`src/sv/nap_pkg.sv`:
```
// ----------------------------------------------------------------------------
// nap_pkg
// types and codes shared by the notification attribute parser
// ----------------------------------------------------------------------------
package nap_pkg;

	localparam int CFG_INDEX_W = 1;

	localparam logic [CFG_INDEX_W-1:0] CFG_IDX_UID  = 1'b0;
	localparam logic [CFG_INDEX_W-1:0] CFG_IDX_ATTR = 1'b1;

	localparam logic [7:0] CMD_GET_ATTR   = 8'h00;
	localparam logic [2:0] UID_BYTES      = 3'd4;
	localparam logic [7:0] MAX_ATTR_ID    = 8'd5;
	localparam logic [2:0] LAST_TRUNC_ID  = 3'd3;
	localparam logic [1:0] LEN_BYTES      = 2'd2;

	localparam logic [1:0] ST_MORE     = 2'd0;
	localparam logic [1:0] ST_COMPLETE = 2'd1;
	localparam logic [1:0] ST_ERROR    = 2'd2;

	localparam logic [2:0] ERR_OK        = 3'd0;
	localparam logic [2:0] ERR_COMMAND   = 3'd1;
	localparam logic [2:0] ERR_UID       = 3'd2;
	localparam logic [2:0] ERR_ATTRIBUTE = 3'd3;
	localparam logic [2:0] ERR_SEQUENCE  = 3'd4;
	localparam logic [2:0] ERR_OVERFLOW  = 3'd5;
	localparam logic [2:0] ERR_ARGUMENT  = 3'd6;

	typedef enum logic [2:0] {
		PH_COMMAND  = 3'd0,
		PH_UID      = 3'd1,
		PH_ID       = 3'd2,
		PH_LENGTH   = 3'd3,
		PH_VALUE    = 3'd4,
		PH_COMPLETE = 3'd5,
		PH_ERROR    = 3'd6
	} phase_t;

	typedef struct packed {
		logic       func;
		logic [7:0] byte_value;
		logic       chunk_end;
	} req_t;

	typedef struct packed {
		logic [1:0] status;
		logic [2:0] error_kind;
		logic       value_write;
		logic [2:0] attr_id;
		logic [9:0] value_index;
		logic [7:0] value_data;
		logic       attribute_done;
		logic [9:0] stored_length;
		logic       truncated;
	} rsp_t;

endpackage

```
`src/sv/notification_attribute_parser.sv`:
```
// an accepted request is held in the request register, which feeds the result register
// one request per cycle unless stalled; the single parser update stage takes one byte a cycle
// a stalled result holds the request register; input stalls once both registers are full
// reset: parser unarmed, data bytes answer an argument error until a start request
// reset: expected uid and expected attribute mask clear to zero
// ----------------------------------------------------------------------------
// notification_attribute_parser
// byte-wise parser for get-notification-attributes responses
// ----------------------------------------------------------------------------
module notification_attribute_parser #(
	parameter int APP_ID_CAP     = 64,
	parameter int TITLE_CAP      = 64,
	parameter int SUBTITLE_CAP   = 64,
	parameter int MESSAGE_CAP    = 256,
	parameter int SIZE_FIELD_CAP = 15,
	parameter int DATE_CAP       = 16
) (
	input  logic                             clk,
	input  logic                             arst_n,
	input  logic                             req_valid,
	output logic                             req_ready,
	input  nap_pkg::req_t                    req_data,
	output logic                             rsp_valid,
	input  logic                             rsp_ready,
	output nap_pkg::rsp_t                    rsp_data,
	input  logic                             cfg_valid,
	output logic                             cfg_ready,
	input  logic [nap_pkg::CFG_INDEX_W-1:0] cfg_index,
	input  logic [31:0]                      cfg_data
);
	import nap_pkg::*;

	logic [31:0] exp_uid_q;
	logic [5:0]  exp_attr_q;
	logic        valid_s1;
	req_t        item_s1;
	logic        free;
	logic        adv;
	rsp_t        res;

	assign cfg_ready = 1'b1;
	assign adv       = valid_s1 && free;
	assign req_ready = !valid_s1 || free;

	always_ff @(posedge clk or negedge arst_n) begin
		if (!arst_n) begin
			exp_uid_q  <= '0;
			exp_attr_q <= '0;
		end else if (cfg_valid) begin
			case (cfg_index)
				CFG_IDX_UID:  exp_uid_q  <= cfg_data;
				CFG_IDX_ATTR: exp_attr_q <= cfg_data[5:0];
				default:      exp_uid_q  <= exp_uid_q;
			endcase
		end
	end

	// request register
	always_ff @(posedge clk or negedge arst_n) begin
		if (!arst_n) begin
			valid_s1 <= 1'b0;
		end else if (req_ready) begin
			valid_s1 <= req_valid;
		end
	end

	always_ff @(posedge clk) begin
		if (req_valid && req_ready) begin
			item_s1 <= req_data;
		end
	end

	nap_core #(
		.APP_ID_CAP     (APP_ID_CAP),
		.TITLE_CAP      (TITLE_CAP),
		.SUBTITLE_CAP   (SUBTITLE_CAP),
		.MESSAGE_CAP    (MESSAGE_CAP),
		.SIZE_FIELD_CAP (SIZE_FIELD_CAP),
		.DATE_CAP       (DATE_CAP)
	) u_core (
		.clk      (clk),
		.arst_n   (arst_n),
		.adv      (adv),
		.item     (item_s1),
		.exp_uid  (exp_uid_q),
		.exp_attr (exp_attr_q),
		.res      (res)
	);

	nap_out_stage u_out (
		.clk       (clk),
		.arst_n    (arst_n),
		.load      (adv),
		.res       (res),
		.free      (free),
		.rsp_valid (rsp_valid),
		.rsp_ready (rsp_ready),
		.rsp_data  (rsp_data)
	);

endmodule

```
`src/sv/nap_core.sv`:
```
// ----------------------------------------------------------------------------
// nap_core
// parser state registers and the per-byte state update and result logic
// ----------------------------------------------------------------------------
module nap_core #(
	parameter int APP_ID_CAP     = 64,
	parameter int TITLE_CAP      = 64,
	parameter int SUBTITLE_CAP   = 64,
	parameter int MESSAGE_CAP    = 256,
	parameter int SIZE_FIELD_CAP = 15,
	parameter int DATE_CAP       = 16
) (
	input  logic          clk,
	input  logic          arst_n,
	input  logic          adv,
	input  nap_pkg::req_t item,
	input  logic [31:0]   exp_uid,
	input  logic [5:0]    exp_attr,
	output nap_pkg::rsp_t res
);
	import nap_pkg::*;

	phase_t      phase_q, phase_n;
	logic [31:0] acc_q, acc_n;
	logic [2:0]  ucnt_q, ucnt_n;
	logic [2:0]  cur_q, cur_n;
	logic [15:0] len_q, len_n;
	logic [15:0] cnt_q, cnt_n;
	logic [1:0]  lbc_q, lbc_n;
	logic [5:0]  recv_q, recv_n;
	logic [2:0]  lerr_q, lerr_n;

	logic [9:0]  cap;
	logic [5:0]  byte_mask;

	always_comb begin
		case (cur_q)
			3'd0:    cap = 10'(APP_ID_CAP);
			3'd1:    cap = 10'(TITLE_CAP);
			3'd2:    cap = 10'(SUBTITLE_CAP);
			3'd3:    cap = 10'(MESSAGE_CAP);
			3'd4:    cap = 10'(SIZE_FIELD_CAP);
			3'd5:    cap = 10'(DATE_CAP);
			default: cap = 10'd0;
		endcase
	end

	assign byte_mask = 6'b000001 << item.byte_value[2:0];

	always_comb begin
		logic [1:0]  st;
		logic        fin;
		logic [15:0] fin_len;
		logic        fail;
		logic [2:0]  fail_code;
		logic        over;
		res       = '0;
		st        = ST_MORE;
		fin       = 1'b0;
		fin_len   = '0;
		fail      = 1'b0;
		fail_code = ERR_OK;
		over      = 1'b0;
		phase_n   = phase_q;
		acc_n     = acc_q;
		ucnt_n    = ucnt_q;
		cur_n     = cur_q;
		len_n     = len_q;
		cnt_n     = cnt_q;
		lbc_n     = lbc_q;
		recv_n    = recv_q;
		lerr_n    = lerr_q;
		if (item.func) begin
			phase_n = PH_COMMAND;
			acc_n   = '0;
			ucnt_n  = '0;
			cur_n   = '0;
			len_n   = '0;
			cnt_n   = '0;
			lbc_n   = '0;
			recv_n  = '0;
			lerr_n  = ERR_OK;
			if (exp_attr == 6'd0) begin
				fail      = 1'b1;
				fail_code = ERR_ARGUMENT;
			end
		end else begin
			case (phase_q)
				PH_COMMAND: begin
					if (item.byte_value != CMD_GET_ATTR) begin
						fail      = 1'b1;
						fail_code = ERR_COMMAND;
					end else begin
						acc_n   = '0;
						ucnt_n  = '0;
						phase_n = PH_UID;
					end
				end
				PH_UID: begin
					acc_n  = acc_q | ({24'd0, item.byte_value} << {ucnt_q[1:0], 3'b000});
					ucnt_n = ucnt_q + 3'd1;
					if (ucnt_n >= UID_BYTES) begin
						if (acc_n != exp_uid) begin
							fail      = 1'b1;
							fail_code = ERR_UID;
						end else begin
							phase_n = PH_ID;
						end
					end
				end
				PH_ID: begin
					if (item.byte_value > MAX_ATTR_ID) begin
						fail      = 1'b1;
						fail_code = ERR_ATTRIBUTE;
					end else if ((exp_attr & byte_mask) == 6'd0 ||
							(recv_q & byte_mask) != 6'd0) begin
						fail      = 1'b1;
						fail_code = ERR_SEQUENCE;
					end else begin
						cur_n   = item.byte_value[2:0];
						len_n   = '0;
						cnt_n   = '0;
						lbc_n   = '0;
						phase_n = PH_LENGTH;
					end
				end
				PH_LENGTH: begin
					len_n = len_q | ({8'd0, item.byte_value} << {lbc_q[0], 3'b000});
					lbc_n = lbc_q + 2'd1;
					if (lbc_n >= LEN_BYTES) begin
						if (len_n == 16'd0) begin
							fin     = 1'b1;
							fin_len = len_n;
						end else begin
							phase_n = PH_VALUE;
						end
					end
				end
				PH_VALUE: begin
					if (cnt_q < {6'd0, cap}) begin
						res.value_write  = 1'b1;
						res.attr_id      = cur_q;
						res.value_index  = cnt_q[9:0];
						res.value_data   = item.byte_value;
					end
					cnt_n = cnt_q + 16'd1;
					if (cnt_n == len_q) begin
						fin     = 1'b1;
						fin_len = len_q;
					end
				end
				PH_COMPLETE: begin
					fail      = 1'b1;
					fail_code = ERR_SEQUENCE;
				end
				default: begin
					st = ST_ERROR;
				end
			endcase
		end
		// attribute end
		if (fin) begin
			over                 = fin_len > {6'd0, cap};
			res.attr_id          = cur_q;
			res.attribute_done   = 1'b1;
			res.stored_length    = over ? cap : fin_len[9:0];
			res.truncated        = over;
			if (over && cur_q > LAST_TRUNC_ID) begin
				fail      = 1'b1;
				fail_code = ERR_OVERFLOW;
			end else begin
				recv_n = recv_q | (6'b000001 << cur_q);
				if ((recv_n & exp_attr) == exp_attr) begin
					if (!item.chunk_end) begin
						fail      = 1'b1;
						fail_code = ERR_SEQUENCE;
					end else begin
						phase_n = PH_COMPLETE;
						st      = ST_COMPLETE;
					end
				end else begin
					phase_n = PH_ID;
					cur_n   = '0;
					len_n   = '0;
					cnt_n   = '0;
					lbc_n   = '0;
					st      = ST_MORE;
				end
			end
		end
		if (fail) begin
			phase_n = PH_ERROR;
			lerr_n  = fail_code;
			st      = ST_ERROR;
		end
		res.status     = st;
		res.error_kind = (st == ST_ERROR) ? lerr_n : ERR_OK;
	end

	always_ff @(posedge clk or negedge arst_n) begin
		if (!arst_n) begin
			phase_q <= PH_ERROR;
			acc_q   <= '0;
			ucnt_q  <= '0;
			cur_q   <= '0;
			len_q   <= '0;
			cnt_q   <= '0;
			lbc_q   <= '0;
			recv_q  <= '0;
			lerr_q  <= ERR_ARGUMENT;
		end else if (adv) begin
			phase_q <= phase_n;
			acc_q   <= acc_n;
			ucnt_q  <= ucnt_n;
			cur_q   <= cur_n;
			len_q   <= len_n;
			cnt_q   <= cnt_n;
			lbc_q   <= lbc_n;
			recv_q  <= recv_n;
			lerr_q  <= lerr_n;
		end
	end

endmodule

```
`src/sv/nap_out_stage.sv`:
```
// ----------------------------------------------------------------------------
// nap_out_stage
// result register with valid/ready handshake toward the consumer
// ----------------------------------------------------------------------------
module nap_out_stage (
	input  logic          clk,
	input  logic          arst_n,
	input  logic          load,
	input  nap_pkg::rsp_t res,
	output logic          free,
	output logic          rsp_valid,
	input  logic          rsp_ready,
	output nap_pkg::rsp_t rsp_data
);
	import nap_pkg::*;

	logic valid_q;
	rsp_t data_q;

	assign free      = !valid_q || rsp_ready;
	assign rsp_valid = valid_q;
	assign rsp_data  = data_q;

	always_ff @(posedge clk or negedge arst_n) begin
		if (!arst_n) begin
			valid_q <= 1'b0;
		end else if (load) begin
			valid_q <= 1'b1;
		end else if (rsp_ready) begin
			valid_q <= 1'b0;
		end
	end

	always_ff @(posedge clk) begin
		if (load) begin
			data_q <= res;
		end
	end

endmodule

```
`config.mk`:
```
export PLATFORM = sky130hd
export DESIGN_NAME = notification_attribute_parser
export DESIGN_NICKNAME = d
export VERILOG_FILES = /design/src/sv/nap_pkg.sv /design/src/sv/notification_attribute_parser.sv /design/src/sv/nap_core.sv /design/src/sv/nap_out_stage.sv
export SDC_FILE = /design/constraint.sdc
export NUM_CORES = 1
export LEC_CHECK = 0
export BUFFER_PORTS_ARGS = -buffer_cell sky130_fd_sc_hd__clkbuf_2
export CAP_MARGIN = 20
export CORE_ASPECT_RATIO = 0.75
export CORE_MARGIN = 2
export CORE_UTILIZATION = 62
export CTS_BUF_LIST = sky130_fd_sc_hd__clkbuf_8 sky130_fd_sc_hd__clkbuf_16
export DETAILED_ROUTE_END_ITERATION = 7
export PLACE_DENSITY = 0.83
export SLEW_MARGIN = 15
export SYNTH_ARGS = -nofsm -noshare
export SYNTH_HDL_FRONTEND = slang
export SYNTH_SLANG_ARGS = --single-unit
export TNS_END_PERCENT = 50
```
`constraint.sdc`:
```
create_clock -name clk -period 8.2 [get_ports clk]
set_input_delay 1.64 -clock clk [delete_from_list [all_inputs] [get_ports clk]]
set_output_delay 1.64 -clock clk [all_outputs]
set_load 0.1 [all_outputs]
```
# After elaboration in Yosys (flattened, before gate mapping)
# Cells that the tools add are included.
# Widths: inputs -> output; s select.
# totals
regBits	173
input_bits	48
output_inout_bits	42
# op_classes
addsub	3
order_cmp	6
eq_ne	15
shifts	4
mux	103
bitwise	9
reduce_logical	24
# op_table
cell	n
$mux 16	16
$mux 3	34
$pmux 16 s2	3
$mux 32	2
$pmux 32 s2	1
$mux 21	2
$pmux 9 s4	1
$ne 32x32->1	1
$or 32x32->32	1
$shl 8x5->32	1
$mux 2	14
$pmux 3 s4	2
$mux 22	1
$and 6x6->6	3
$mux 1	18
$mux 6	3
$add 16x1->16 const B	1
$eq 16x16->1	1
$gt 16x9->1	1
$logic_not 16->1	1
$lt 16x9->1	1
$or 16x16->16	1
$shl 8x4->16	1
$eq 3x2->1 const B	4
other kinds (34)	50

# Logic depth before layout (Yosys ltp)
# logic_depth
word_depth	14
depth_mapped	23
mapped_depth_nobuf	20

# Cells and area by module
# Synthesis repeated with hierarchy kept, for this count alone.
# unflattened
cells_unflattened	971
hier_area_um2	9883.2
# by_module_without_submodules
mod	n_inst	cells_each	area_per_inst_um2	seq_area_each_um2
nap_core	1	830	6722.7	2107.0
notification_attribute_parser	1	99	1941.9	1276.2
nap_out_stage	1	42	1218.7	1196.1

# Worst setup path after synthesis
# OpenSTA, ideal clock, no wires.
# synth_timing
path_kind	register -> register
startpoint	reg u_core.cnt_q[0]
endpoint	reg u_core.cnt_q[10]
setup_time_ns	0.126
t_arrival_ns	4.889
slack_ns	3.185
path_stages_with_launch	23
path_buffers	3
synth_period_minus_slack_ns	5.015
path_cell_list	dfrtp_1 -> ha_1 -> nand4_4 -> or4_4 -> mux2i_1 -> and3_1 -> buf_4 -> a31oi_1 -> clkbuf_1 -> inv_2 -> and2_1 -> ha_1 -> nor2b_1 -> o21a_1 -> o21ai_0 -> a21oi_1 -> nor3_1 -> a31oi_1 -> o32a_4 -> a31oi_4 -> o31ai_2 -> buf_6 -> a221o_1
# synth_via
elab_chain_cells	9
elab_cells_between_ends	15
# synth_lines
element	line_no	source
from (decl)	nap_core.sv:28	logic [15:0] cnt_q, cnt_n;
from (signal assigned)	nap_core.sv:217	cnt_q <= cnt_n;
$add 16x1->16 *	nap_core.sv:146	cnt_n = cnt_q + 16'd1;
$eq 16x16->1	nap_core.sv:147	if (cnt_n == len_q) begin
$mux 16	nap_core.sv:147	
$pmux 16 s2	nap_core.sv:88	case (phase_q)
$mux 16	nap_core.sv:73	if (item.func) begin
$gt 16x9->1	nap_core.sv:163	over = fin_len > {6'd0, cap};
$logic_and 1x1->1	nap_core.sv:168	if (over && cur_q > LAST_TRUNC_ID) begin
$mux 16	nap_core.sv:168	
$mux 16 *	nap_core.sv:162	if (fin) begin
# Every way passes the cells marked *; elsewhere a longest branch is shown, timed or not.
# A chain may end at the register's enable or synchronous reset.

# Final worst setup path
# layout_timing
startpoint	reg u_core.cnt_q[0]
endpoint	reg u_core.cnt_q[8]
# The elaborated chain is that of the path after synthesis.

==> summary.txt <==
Outcome
  • Outcome: finished clean

Placement
  • HPWL Detailed: 16,900 um
  • Cells after DPL: 1,215
  • Gpl congestion: 1.01
  • DP Area: 10,300 um^2
  • Input/output buffers: 88
  • Pre-CTS worst setup slack: 2.85 ns

Yosys
  • Post-synth EDFFs: 49
  • Yosys reg bits: 173
  • Synth Flop Type: dfrtp_1
  • Synth warn: 0
  • Ys async rst share: 71.7%
  • Count of cell types in the netlist: 79
  • Synth Cell Area: 9730 um^2
  • Register area share after synthesis: 47.1%
  • Synth Instances: 972
  • Avg Inst Size Synth: 10.0 um^2

Worst hold path
  • Worst Hold Class: reg -> reg

CTS
  • Post-CTS Setup Inserts: 0
  • CTS Root Buffer Type: clkbuf_16
  • H-tree depth: 4
  • Post-CTS Hold Buffers: 0
  • Clock net sink count: 173
  • Max clock buf depth: 2
  • Num CTS Buffers: 17
  • Worst skew pair latency: 0.44 ns
  • CTS tree: built
  • Post-CTS Resized: 0
  • Clk pin slew, worst setup/hold paths: 0.07 ns

Timing
  • Count of final hold-check violations: 0
  • F_max: 180 MHz
  • Setup ws final: 2.65 ns
  • RSZ-0062 raised after global routing: false
  • Final period util: 67.6%
  • Hold_ws: 0.491 ns
  • Final setup viols: 0
  • Slew @ Worst Pin: 1.06 ns
  • Tmin final: 5.55 ns
  • Setup TNS: 0 ns
  • Final count of pins violating max slew: 0
  • Final clock skew: 0.0176 ns
  • Relative slew slack: 28.9%

Global routing
  • Grt total ovfl: 0
  • Vias in the first global route: 7,733
  • Gr usage total: 31.3%
  • Largest net degree at the start of global routing: 75
  • Initial antenna violation count: 0
  • First-pass GRT wire length: 40,700 um

Floorplan
  • DIE WIDTH: 149 um
  • Core Box Area: 15,300 um^2
  • Height of the die: 113 um
  • Floorplan row count: 39
  • Die Area: 16,700 um^2
  • I/O pin cnt: 90
  • Initial Util: 63.7%

Pwr
  • Total Power: 2.24 mW
  • Cell area power density: 206 nW/um^2
  • Leak: 4.46 nW
  • Max VDD drop: 138 uV

Critical path
  • CP Launch Type: flip-flop
  • CP Data Required Time: 8.52 ns
  • Crit path max fanout: 33
  • CP Capture Type: flip-flop
  • Ordered list of cells on the worst path: ha_1 -> nand4_4 -> or4_4 -> mux2i_1 -> and3_1 -> a31oi_1 -> buf_4 -> inv_2 -> and2_1 -> ha_1 -> nor2b_1 -> o21a_1 -> o21ai_0 -> a21oi_1 -> nor3_1 -> a31oi_1 -> o32a_4 -> nand3_4 -> a211oi_4 -> a221o_1
  • Worst endpoint data arrival time: 5.87 ns
  • CP top delay family: simple AND/OR/NAND/NOR gates
  • Critical path class: reg -> reg
  • CP Buf/Inv Count: 2
  • CP max stage cell: or4_4
  • Slowest stage delay, CP: 0.61 ns

Final layout
  • Area delta synth->final: 11.5%
  • # nets final: 1,093
  • Post-route cell area: 10,900 um^2
  • N_diodes: 0
  • Final core utilization: 71.1%
  • Finished Layout Cells: 1,248
  • Fraction of final layout cells sized beyond drive strength 1: 21.7%

Route
  • Vias: 8,056
  • Drt pass-1 iters: 8
  • Number of DRC markers in iteration 0: 1,118
  • DRC Markers: 0
  • Avg WL per Cell: 20.1 um
  • WL final: 25,100 um
  • Vias per Instance: 6.46
  • Antenna Nets Post-Route: 0

Run
  • Max Cap Violations: 0
-- final timing paths --
kind,cells after the start,startpoint,to,slack (ns)
max,20,u_core.cnt_q[0]$_DFFE_PN0P_,u_core.cnt_q[8]$_DFFE_PN0P_,2.65
min,2,u_core.lerr_q[1]$_DFFE_PN1P_,u_core.lerr_q[1]$_DFFE_PN1P_,0.49
max reg2reg,20,u_core.cnt_q[0]$_DFFE_PN0P_,u_core.cnt_q[8]$_DFFE_PN0P_,2.65
min reg2reg,2,u_core.lerr_q[1]$_DFFE_PN1P_,u_core.lerr_q[1]$_DFFE_PN1P_,0.49
max in group asynchronous,2,arst_n,u_core.len_q[7]$_DFFE_PN0P_,5.56
min in group asynchronous,1,arst_n,exp_uid_q[25]$_DFFE_PN0P_,1.23
-- registers in the layout, summed over array words and instances, names as in the netlist, 6 cells and up --
| register | cells |
|---|---|
| u_out.rsp_data | 39 |
| exp_uid_q | 32 |
| u_core.acc_q | 32 |
| u_core.cnt_q | 16 |
| u_core.len_q | 16 |
| item_s1 | 10 |
| exp_attr_q | 6 |
| u_core.recv_q | 6 |
-- cell usage in the layout, fill, tap and decap left out, types with 19 or more instances in the layout --
master and count:
dfrtp_1 120, mux2_2 42, nand3b_1 24, inv_1 32
and2_1 26, clkbuf_16 19, a21oi_1 75, and3_1 19
nor3_1 25, nand3_1 31, edfxtp_1 49, xnor2_1 23
nor2_1 86, o21a_1 22, buf_4 19, nand2_1 56
clkbuf_2 87
-- final cells by class --
class	count	area (um^2)
inverter	34	128
tap	205	256
timing repair buffer	107	583
clock inverter	13	101
multi-input combinational	697	4730
clock buffer	19	475
fill	1082	4420
sequential	173	4580
-- layer usage --
metal | share of wire (%) | GRT usage (%)
met5 | 0 | 0
met4 | 1.6 | 9.46
met3 | 11 | 8.17
met2 | 43 | 45.2
met1 | 45 | 46.6
-- where the power goes --
| part | switching, mW | internal [mW] |
|---|---|---|
| combinational | 0.307 | 0.126 |
| sequential | 0.0578 | 0.962 |
| clock | 0.355 | 0.429 |
-- worst reg2reg max path, cell delays in order (launching register included) --
cell	delay, ns
dfrtp_1	0.45
ha_1	0.35
nand4_4	0.19
or4_4	0.61
mux2i_1	0.27
and3_1	0.35
a31oi_1	0.13
buf_4	0.21
inv_2	0.12
and2_1	0.15
ha_1	0.23
nor2b_1	0.13
o21a_1	0.15
o21ai_0	0.15
a21oi_1	0.09
nor3_1	0.26
a31oi_1	0.12
o32a_4	0.46
nand3_4	0.40
a211oi_4	0.23
a221o_1	0.39
-- cell families (layout without fill, tap and decap cells) --
logic type,after synthesis,after routing,share of synthesized area (%)
xor gates and xnor gates,33,33,2.97
DFF,173,173,47.1
adders and majority gates,15,15,1.93
muxes,47,47,5.50
buffers and inverters,103,173,4.44
other,2,3,0.0772
AOI/OAI and AO/OA,228,228,17.0
and+or+nand+nor,371,371,21.0
-- cell usage after synthesis (22+ instances only) --
master	instances	share of area (%)
and2_1	26	1.7
nand3_1	31	1.6
mux2_2	42	4.9
dfrtp_1	120	31
edfxtp_1	49	15
a21oi_1	75	3.9
inv_1	32	1.2
nand3b_1	24	1.9
nor2_1	87	3.4
clkbuf_1	45	1.7
o21a_1	22	1.7
xnor2_1	23	2.1
nand2_1	56	2.2
nor3_1	25	1.3
Power figures use the tool's default switching activity.
